File: config.mk
export PLATFORM = sky130hd
export DESIGN_NAME = fwl_ctrl
export DESIGN_NICKNAME = d
export VERILOG_FILES = /design/src/rtl/fwl_pkg.sv /design/src/rtl/fwl_ctrl.sv
export SDC_FILE = /design/constraint.sdc
export NUM_CORES = 1
export LEC_CHECK = 0
export ABC_CLOCK_PERIOD_IN_PS = 3000
export BUFFER_PORTS_ARGS = -buffer_cell sky130_fd_sc_hd__buf_2
export CORE_MARGIN = 4
export CORE_UTILIZATION = 45
export CTS_CLUSTER_DIAMETER = 100
export DETAILED_ROUTE_END_ITERATION = 10
export HOLD_SLACK_MARGIN = 0.12
export MAX_ROUTING_LAYER = met4
export PLACE_DENSITY = 0.81
export RECOVER_POWER = 25
export SYNTH_ARGS = -nofsm -noshare
export SYNTH_HDL_FRONTEND = slang
export SYNTH_SLANG_ARGS = --single-unit
File: constraint.sdc
create_clock -name clk -period 3 [get_ports clk]
set_input_delay 0.15 -clock clk [delete_from_list [all_inputs] [get_ports clk]]
set_output_delay 0.15 -clock clk [all_outputs]
set_load 0.1 [all_outputs]
File: src/rtl/fwl_pkg.sv
// ----------------------------------------------------------------------------
// fwl_pkg
// Types, constants and helper functions shared by the value log modules.
// ----------------------------------------------------------------------------
package fwl_pkg;

  localparam int SLOTS_PER_GROUP     = 8;
  localparam int SLOT_BITS           = 3;
  localparam int SLOT_PTR_W          = 4;
  localparam int DEF_GROUPS_PER_PAGE = 8;
  localparam int DEF_PAGES_PER_STORE = 16;

  localparam logic [7:0]  FREE_ERASED     = 8'hFF;
  localparam logic [7:0]  FREE_ALL_USED   = 8'h00;
  localparam logic [15:0] INIT_LAST_VALUE = 16'd1440;
  localparam logic [15:0] INIT_VALUE      = 16'd0;

  localparam logic FUNC_SAVE    = 1'b0;
  localparam logic FUNC_RESTORE = 1'b1;

  typedef enum logic [2:0] {
    ST_CLEAR,
    ST_IDLE,
    ST_ERASE,
    ST_SAVE_RD,
    ST_SAVE_WR,
    ST_SCAN_RD,
    ST_SCAN_CHK,
    ST_FETCH
  } fwl_state_t;

  typedef struct packed {
    logic map_we;
    logic slot_we;
  } fwl_mem_req_t;

  function automatic int idx_width(input int n);
    return (n > 1) ? $clog2(n) : 1;
  endfunction

  // Highest slot whose free bit is cleared.
  function automatic logic [SLOT_BITS-1:0] last_used(input logic [7:0] map);
    logic [SLOT_BITS-1:0] idx;
    idx = '0;
    for (int i = 0; i < SLOTS_PER_GROUP; i++) begin
      if (!map[i]) begin
        idx = SLOT_BITS'(i);
      end
    end
    return idx;
  endfunction

endpackage

File: src/rtl/fwl_ctrl.sv
// ----------------------------------------------------------------------------
// fwl_ctrl
// Sequencer of the value log: clearing pass, save with page and store erase,
// backward restore scan. One group address unit serves every state but the clearing pass, which uses its own counter.
// ----------------------------------------------------------------------------
module fwl_ctrl
  import fwl_pkg::*;
#(
  parameter int GROUPS_PER_PAGE = DEF_GROUPS_PER_PAGE,
  parameter int PAGES_PER_STORE = DEF_PAGES_PER_STORE
) (
  input  logic                                          clk,
  input  logic                                          rst,
  input  logic                                          start,
  input  logic                                          func,
  input  logic [15:0]                                   value,
  output logic                                          busy,
  output logic                                          done,
  output logic [15:0]                                   result_value,
  output logic                                          found,
  output logic                                          erased,
  output logic [3:0]                                    page_pos,
  output logic [2:0]                                    group_pos,
  output logic [2:0]                                    slot_pos,
  output fwl_mem_req_t                                  mem_req,
  output logic [idx_width(GROUPS_PER_PAGE*PAGES_PER_STORE)-1:0] map_addr,
  output logic [7:0]                                    map_wdata,
  input  logic [7:0]                                    map_rdata,
  output logic [idx_width(GROUPS_PER_PAGE*PAGES_PER_STORE)+SLOT_BITS-1:0] slot_addr,
  output logic [15:0]                                   slot_wdata,
  input  logic [15:0]                                   slot_rdata
);

  localparam int GROUP_COUNT = GROUPS_PER_PAGE * PAGES_PER_STORE;
  localparam int SLOT_COUNT  = GROUP_COUNT * SLOTS_PER_GROUP;
  localparam int GW  = idx_width(GROUPS_PER_PAGE);
  localparam int PW  = idx_width(PAGES_PER_STORE);
  localparam int GIW = idx_width(GROUP_COUNT);
  localparam int SAW = GIW + SLOT_BITS;

  localparam logic [GW-1:0]  LAST_GROUP     = GW'(GROUPS_PER_PAGE - 1);
  localparam logic [PW-1:0]  LAST_PAGE      = PW'(PAGES_PER_STORE - 1);
  localparam logic [SAW-1:0] LAST_SLOT_ADDR = SAW'(SLOT_COUNT - 1);
  localparam logic [SLOT_PTR_W-1:0] SLOT_END = SLOT_PTR_W'(SLOTS_PER_GROUP);

  fwl_state_t state, state_next;
  logic [PW-1:0]         page_ptr, page_ptr_next;
  logic [GW-1:0]         group_ptr, group_ptr_next;
  logic [SLOT_PTR_W-1:0] slot_ptr, slot_ptr_next;
  logic [15:0]           held_value, held_value_next;
  logic [SAW-1:0]        clr, clr_next;
  logic                  done_next;

  logic [15:0]           value_q, value_q_next;
  logic                  erase_full, erase_full_next;
  logic                  erased_q, erased_q_next;
  logic [15:0]           result_value_next;
  logic                  found_next;
  logic                  erased_next;
  logic [3:0]            page_pos_next;
  logic [2:0]            group_pos_next;
  logic [2:0]            slot_pos_next;

  logic [GIW-1:0]        gi;
  logic [SLOT_BITS-1:0]  hit_slot;

  assign gi = GIW'(32'(page_ptr) * GROUPS_PER_PAGE) + GIW'(group_ptr);
  assign hit_slot = last_used(map_rdata);
  assign busy = (state != ST_IDLE);

  always_ff @(posedge clk) begin
    if (rst) begin
      state      <= ST_CLEAR;
      page_ptr   <= '0;
      group_ptr  <= '0;
      slot_ptr   <= '0;
      held_value <= '0;
      clr        <= '0;
      done       <= 1'b0;
    end else begin
      state      <= state_next;
      page_ptr   <= page_ptr_next;
      group_ptr  <= group_ptr_next;
      slot_ptr   <= slot_ptr_next;
      held_value <= held_value_next;
      clr        <= clr_next;
      done       <= done_next;
    end
  end

  always_ff @(posedge clk) begin
    value_q      <= value_q_next;
    erase_full   <= erase_full_next;
    erased_q     <= erased_q_next;
    result_value <= result_value_next;
    found        <= found_next;
    erased       <= erased_next;
    page_pos     <= page_pos_next;
    group_pos    <= group_pos_next;
    slot_pos     <= slot_pos_next;
  end

  always_comb begin
    state_next        = state;
    page_ptr_next     = page_ptr;
    group_ptr_next    = group_ptr;
    slot_ptr_next     = slot_ptr;
    held_value_next   = held_value;
    clr_next          = clr;
    done_next         = 1'b0;
    value_q_next      = value_q;
    erase_full_next   = erase_full;
    erased_q_next     = erased_q;
    result_value_next = result_value;
    found_next        = found;
    erased_next       = erased;
    page_pos_next     = page_pos;
    group_pos_next    = group_pos;
    slot_pos_next     = slot_pos;
    mem_req           = '0;
    map_addr          = gi;
    map_wdata         = FREE_ERASED;
    slot_addr         = {gi, slot_ptr[SLOT_BITS-1:0]};
    slot_wdata        = value_q;

    case (state)
      ST_CLEAR: begin
        mem_req.slot_we = 1'b1;
        slot_addr       = clr;
        slot_wdata      = (clr == LAST_SLOT_ADDR) ? INIT_LAST_VALUE : INIT_VALUE;
        mem_req.map_we  = (clr[SLOT_BITS-1:0] == '0);
        map_addr        = clr[SAW-1:SLOT_BITS];
        map_wdata       = FREE_ALL_USED;
        if (clr == LAST_SLOT_ADDR) begin
          state_next = ST_IDLE;
        end else begin
          clr_next = clr + 1'b1;
        end
      end

      ST_IDLE: begin
        if (start) begin
          value_q_next = value;
          if (func == FUNC_RESTORE) begin
            page_ptr_next  = LAST_PAGE;
            group_ptr_next = LAST_GROUP;
            state_next     = ST_SCAN_RD;
          end else begin
            erased_q_next = 1'b0;
            state_next    = ST_SAVE_RD;
            if (slot_ptr >= SLOT_END) begin
              slot_ptr_next = '0;
              if (group_ptr == LAST_GROUP) begin
                group_ptr_next = '0;
                state_next     = ST_ERASE;
                if (page_ptr == LAST_PAGE) begin
                  page_ptr_next   = '0;
                  erase_full_next = 1'b1;
                  erased_q_next   = 1'b1;
                end else begin
                  page_ptr_next   = page_ptr + 1'b1;
                  erase_full_next = 1'b0;
                end
              end else begin
                group_ptr_next = group_ptr + 1'b1;
              end
            end
          end
        end
      end

      ST_ERASE: begin
        mem_req.map_we = 1'b1;
        map_wdata      = FREE_ERASED;
        if (group_ptr == LAST_GROUP) begin
          group_ptr_next = '0;
          if (erase_full && (page_ptr != LAST_PAGE)) begin
            page_ptr_next = page_ptr + 1'b1;
          end else begin
            if (erase_full) begin
              page_ptr_next = '0;
            end
            state_next = ST_SAVE_RD;
          end
        end else begin
          group_ptr_next = group_ptr + 1'b1;
        end
      end

      ST_SAVE_RD: begin
        state_next = ST_SAVE_WR;
      end

      ST_SAVE_WR: begin
        mem_req.map_we    = 1'b1;
        mem_req.slot_we   = 1'b1;
        map_wdata         = map_rdata & ~(8'b1 << slot_ptr[SLOT_BITS-1:0]);
        held_value_next   = value_q;
        done_next         = 1'b1;
        result_value_next = value_q;
        found_next        = 1'b1;
        erased_next       = erased_q;
        page_pos_next     = 4'(page_ptr);
        group_pos_next    = 3'(group_ptr);
        slot_pos_next     = slot_ptr[SLOT_BITS-1:0];
        slot_ptr_next     = slot_ptr + 1'b1;
        state_next        = ST_IDLE;
      end

      ST_SCAN_RD: begin
        state_next = ST_SCAN_CHK;
      end

      ST_SCAN_CHK: begin
        if (map_rdata != FREE_ERASED) begin
          slot_addr     = {gi, hit_slot};
          slot_ptr_next = SLOT_PTR_W'(hit_slot) + 1'b1;
          state_next    = ST_FETCH;
        end else if ((page_ptr == '0) && (group_ptr == '0)) begin
          slot_ptr_next     = '0;
          done_next         = 1'b1;
          result_value_next = held_value;
          found_next        = 1'b0;
          erased_next       = 1'b0;
          page_pos_next     = '0;
          group_pos_next    = '0;
          slot_pos_next     = '0;
          state_next        = ST_IDLE;
        end else begin
          if (group_ptr == '0) begin
            group_ptr_next = LAST_GROUP;
            page_ptr_next  = page_ptr - 1'b1;
          end else begin
            group_ptr_next = group_ptr - 1'b1;
          end
          state_next = ST_SCAN_RD;
        end
      end

      ST_FETCH: begin
        held_value_next   = slot_rdata;
        done_next         = 1'b1;
        result_value_next = slot_rdata;
        found_next        = 1'b1;
        erased_next       = 1'b0;
        page_pos_next     = 4'(page_ptr);
        group_pos_next    = 3'(group_ptr);
        slot_pos_next     = 3'(slot_ptr - 1'b1);
        state_next        = ST_IDLE;
      end

      default: begin
        state_next = ST_IDLE;
      end
    endcase
  end

endmodule

* Word level (Yosys, flattened, before mapping)
Cells that the tools add are included.
Widths: inputs -> output; s select.
** Cells by class
- Add/sub/neg operators :: 9
- Order comparisons :: 1
- Eq/ne operators :: 27
- Shift-type cells :: 1
- Mux-type cells :: 69
- Bitwise logic cells :: 4
- Reduce and logical (&&, ||, !) cells :: 25
** Operators with widths (number)
- $mux 4 :: 17
- $mux 3 :: 22
- $mux 16 :: 3
- $pmux 16 s3 :: 1
- $pmux 16 s2 :: 1
- $pmux 4 s3 :: 2
- $pmux 3 s7 :: 1
- $ne 2x2->1 const B :: 10
- $pmux 10 s2 :: 1
- $pmux 3 s3 :: 2
- $pmux 8 s2 :: 1
- $eq 3x3->1 const B :: 5
- $reduce_and 5->1 :: 3
- $ne 3x3->1 const B :: 4
- $mux 11 :: 1
- $add 10x1->10 const B :: 1
- $eq 10x10->1 const B :: 1
- $logic_not 3->1 :: 3
- $mux 1 :: 9
- $reduce_and 3->1 :: 3
- $reduce_and 9->1 :: 1
- $reduce_bool 3->1 :: 3
- $add 4x1->4 const B :: 2
- $and 8x8->8 :: 1
- 27 further kinds :: 38
** Word-level totals
- Register bits :: 87
- Input bits :: 44

* Logic depth before layout (Yosys ltp)
- Depth after elaboration :: 10
- Depth in mapped cells :: 9
- Mapped depth without buffers :: 9

* Worst setup path before layout
OpenSTA, ideal clock, no wires.
- Path type :: reg-to-output
- Start point :: register state[0]
- End point :: output port map_wdata[0]
- Arrival :: 3210 ps
- Slack :: -360 ps
- Stages on the path, launching flop included :: 5
- Cells stage by stage :: dfxtp_1 -> buf_2 -> nor2_1 -> clkbuf_1 -> o21ai_0
** Between the ends
- Cells in the longest elaborated chain, start to end :: 2
- Elaborated cells between the ends (all ways) :: 3
- Those cells by class :: eq/ne: 1; mux: 1; reduce/logical: 1
** RTL lines
- from (decl) :: RTL line fwl_ctrl.sv:46 : fwl_state_t state, state_next;
- from (signal assigned) :: RTL line fwl_ctrl.sv:81 : state <= state_next;
- $eq 3x3->1 or $logic_not 3->1 (tied branches) :: RTL line fwl_ctrl.sv:126 : case (state)
- $pmux 8 s2 (*) :: RTL line fwl_ctrl.sv:126
- to (decl) :: RTL line fwl_ctrl.sv:27 : output logic [7:0] map_wdata,
Mark *: on every way between the ends. The rest lies on a longest branch, timed or not.

* Worst setup path in the final report
- Start point :: register clr[1]
- End point :: output port slot_wdata[5]
** Between the ends
- Cells in the longest elaborated chain, start to end :: 3
** RTL lines
- from (decl) :: RTL line fwl_ctrl.sv:51 : logic [SAW-1:0] clr, clr_next;
- from (signal assigned) :: RTL line fwl_ctrl.sv:86 : clr <= clr_next;
- $eq 10x10->1 :: RTL line fwl_ctrl.sv:130 : slot_wdata = (clr == LAST_SLOT_ADDR) ? INIT_LAST_VALUE : INIT_VALUE;
- $mux 11 :: RTL line fwl_ctrl.sv:130
- $mux 16 :: RTL line fwl_ctrl.sv:126
- to (decl) :: RTL line fwl_ctrl.sv:30 : output logic [15:0] slot_wdata,
No other way between the ends.

==> results.tsv <==
stage	metric	value	unit
outcome	status	finished clean	
clocking	ctsResizeCount	0	
pwr	irDropWorstVdd	0.000221	V
finish	nets	716	
setup_path	worstSetupEndpointType	output port	
floorplan	rows	37	
setup_path	path_cells	ha_1, nand3_1, o31ai_2, buf_4, o21a_1, buf_2	
grt	grt_pass1_vias	4378	
routing	drtIter0Drc	452	
timing	period_share	88.0	%
grt	grt_pass1_wl	21800	microns
clocking	clock-sinks	87	
timing	hold_slack	136	ps
synth	synth_top_family_by_area	simple AND/OR/NAND/NOR gates	
clocking	clock_latency	370	ps
synth	ys_types	58	
timing	finalWorstSetupSlack	361	ps
timing	maxSlewViolCount	0	
synth	ys.flop_type	edfxtp_1	
routing	totalWireLength	13400	microns
synth	yosys_warnings	0	
synth	synth_area	0.00479	sq mm
clocking	ctsRootBufferMaster	clkbuf_8	
finish	finalNonFillerCells	796	
hold_path	hp-class	input port to flip-flop	
hold_path	whs_path_depth	3	
synth	synth_edf_count	46	
routing	viasPerCell	5.64	
synth	ys_ff_latch	87	
grt	grt_max_degree	42	
floorplan	io_pins	117	
finish	fill_cells	879	
setup_path	cp-start-kind	flip-flop	
floorplan	initial_utilization	46.4	%
clocking	clock_path_buffers	2	
setup_path	rr_endpoint	held_value[1]	
place	dpl.cell_count	748	
setup_path	max_stage_delay	440	ps
setup_path	worstReg2RegStart	state[0]	
clocking	htreeDepth	3	
synth	synth.area.mux_share	5.02	%
synth	ys_seq_area_share	46.0	%
hold_path	timing.hold.worst.start	slot_rdata[1]	
setup_path	crit_path_top_delay_cell	dfxtp_1	
grt	track_usage	22.2	%
routing	post_drt_wl_per_cell	16.9	microns
timing	period_minus_slack	2640	ps
hold_path	worstHoldEndpoint	held_value[1]	
synth	synthCells	525	
clocking	cts_tree	built	
clocking	cts-buffers-inserted	9	
finish	drive_gt1_share	19.3	%
timing	fmax	0.379	GHz
setup_path	rrSetupSlack	510	ps
finish	syn_to_final_growth	24.3	%
setup_path	crit_fanout	10	
timing	rsz0062_at_grt	false	
place	dp_hpwl	9570	microns
finish	final_cell_mix	buf_2, nand2_1, nor2_1	
finish	final_common_cell	buf_2	
setup_path	cp_data_required_time	2850	ps
floorplan	core_area	0.0103	sq mm
synth	synth-xor-area-share	1.65	%
setup_path	crit_type	flip-flop to output port	
clocking	post-cts-setup-buffers	0	
setup_path	reg2reg_depth	5	
grt	antenna_found_initial	0	
floorplan	die_width	111	microns
timing	finalSetupViolCount	0	
synth	synth_fa_ha_area_share	4.70	%
synth	synthSimpleGateAreaFrac	20.1	%
setup_path	worstPathArrival	2490	ps
pwr	p_leak	2.28	nW
routing	drtPass1Iterations	5	
floorplan	die_area	0.0124	sq mm
grt	gr-total-overflow	0	
place	io_buffers	116	
synth	synth_compound_area_share	17.7	%
synth	avgSynthCellArea	9.12	sq um
synth	synthArstFlopShare	0	%
routing	ant_nets	0	
place	pre_cts_ws	683	ps
timing	hold_violations	0	
timing	timing.slew.headroom	21.4	%
pwr	power	0.00229	W
synth	mappedNetlistNets	587	
pwr	p_per_area	385	mW/mm^2
floorplan	die_h	111	microns
timing	finClkSkew	12.0	ps
routing	drc	0	
clocking	clk_pin_slew	90	ps
flow_run	max-cap-violations	0	
place	gp_congestion	0.934	
routing	vias	4487	
timing	tightest_slew	1180	ps
## logic make-up (layout without fill, tap and decap cells)
kind of cell / count (synthesis) / in the layout
simple gates: 202 / 202
compound gates: 127 / 127
buf+inv: 59 / 193
other cells: 0 / 1
fa+ha+maj: 18 / 18
xor+xnor: 9 / 9
mux: 23 / 23
flops: 87 / 87
## worst max path at each step
| stage | from | end | slack, ps |
|---|---|---|---|
| detailed placement | group_ptr[0] | page_pos[3] | 680 |
| finish | clr[1] | slot_wdata[5] | 360 |
| floorplan | state[0] | map_wdata[0] | -360 |
| CTS | clr[1] | slot_wdata[7] | 330 |
| global route | clr[1] | slot_wdata[5] | 110 |
| global placement | group_ptr[0] | page_ptr[3] | 770 |
## cells in the mapped netlist (3+ instances only)
cell type	n	area [sq um]
a311oi_1	19	166
edfxtp_1	46	1380
nand3b_1	3	22.5
inv_1	21	78.8
nand4_1	4	25.0
nand2b_1	6	37.5
xor2_1	3	26.3
nor2b_1	16	100
nand3_1	27	135
a31oi_1	9	56.3
buf_1	3	11.3
a21oi_1	16	80.1
and2_1	10	62.6
mux2i_1	18	180
o21a_1	5	37.5
nor3_1	11	55.1
o21ai_0	46	230
ha_1	18	225
nand2_1	63	236
mux2_2	4	45.0
nor2_1	48	180
xnor2_1	6	52.6
clkbuf_1	26	97.6
a211oi_1	6	45.0
dfxtp_1	41	821
buf_2	9	45.0
## state kept, by name, indices dropped and copies added (netlist names)
register	cells
clr	10
done	1
erase_full	1
erased	1
erased_q	1
found	1
group_pos	3
group_ptr	3
held_value	16
page_pos	4
page_ptr	4
result_value	16
slot_pos	3
slot_ptr	4
state	3
value_q	16
## metal layers
| layer | routed length (microns) | vias up | GRT usage, % |
|---|---|---|---|
| met5 | 0 | - | - |
| met4 | 258 | 0 | 6.89 |
| met3 | 1100 | 23 | 4.53 |
| met2 | 6320 | 205 | 35.7 |
| met1 | 5750 | 2114 | 28.2 |
| li1 | - | 2145 | - |
## through the flow
stage / utilization [%] / TNS [ps] / area [sq um]
floorplan: - / -1800 / 4790
global placement: 52.9 / 0 / 5460
detailed placement: 52.9 / 0 / 5460
CTS: 58.0 / 0 / 5990
global route: 57.6 / 0 / 5950
finish: 57.7 / 0 / 5950
## final cells by class
class / instances / area [sq um] / share of cell area [%]
clock buffer: 10 / 138 / 2.31
timing repair buffer: 156 / 922 / 15.5
antenna: 1 / 2.50 / 0.0420
inverter: 21 / 78.8 / 1.32
tap: 136 / 170 / 2.86
sequential: 87 / 2200 / 37.0
multi-input combinational: 379 / 2360 / 39.7
clock inverter: 6 / 76.3 / 1.28
## power by group
part | leakage (nW) | switching [W] | internal (W) | total [W]
combinational | 1.40 | 0.000104 | 0.0000687 | 0.000173
sequential | 0.772 | 0.00000608 | 0.00125 | 0.00125
clock | 0.109 | 0.000447 | 0.000420 | 0.000868
## critical path, delay by kind of cell, from the launching register on
kind | cells | cell delay (ps)
compound gates | 2 | 590
fa+ha+maj | 1 | 240
buf+inv | 2 | 670
flops | 1 | 440
simple gates | 1 | 170
## what timing repair did
action,4_1_cts,5_1_grt
endpoints found under the hold margin,31,0
setup endpoints to repair,0,0
hold buffers,31,0
Power figures use the tool's default switching activity.
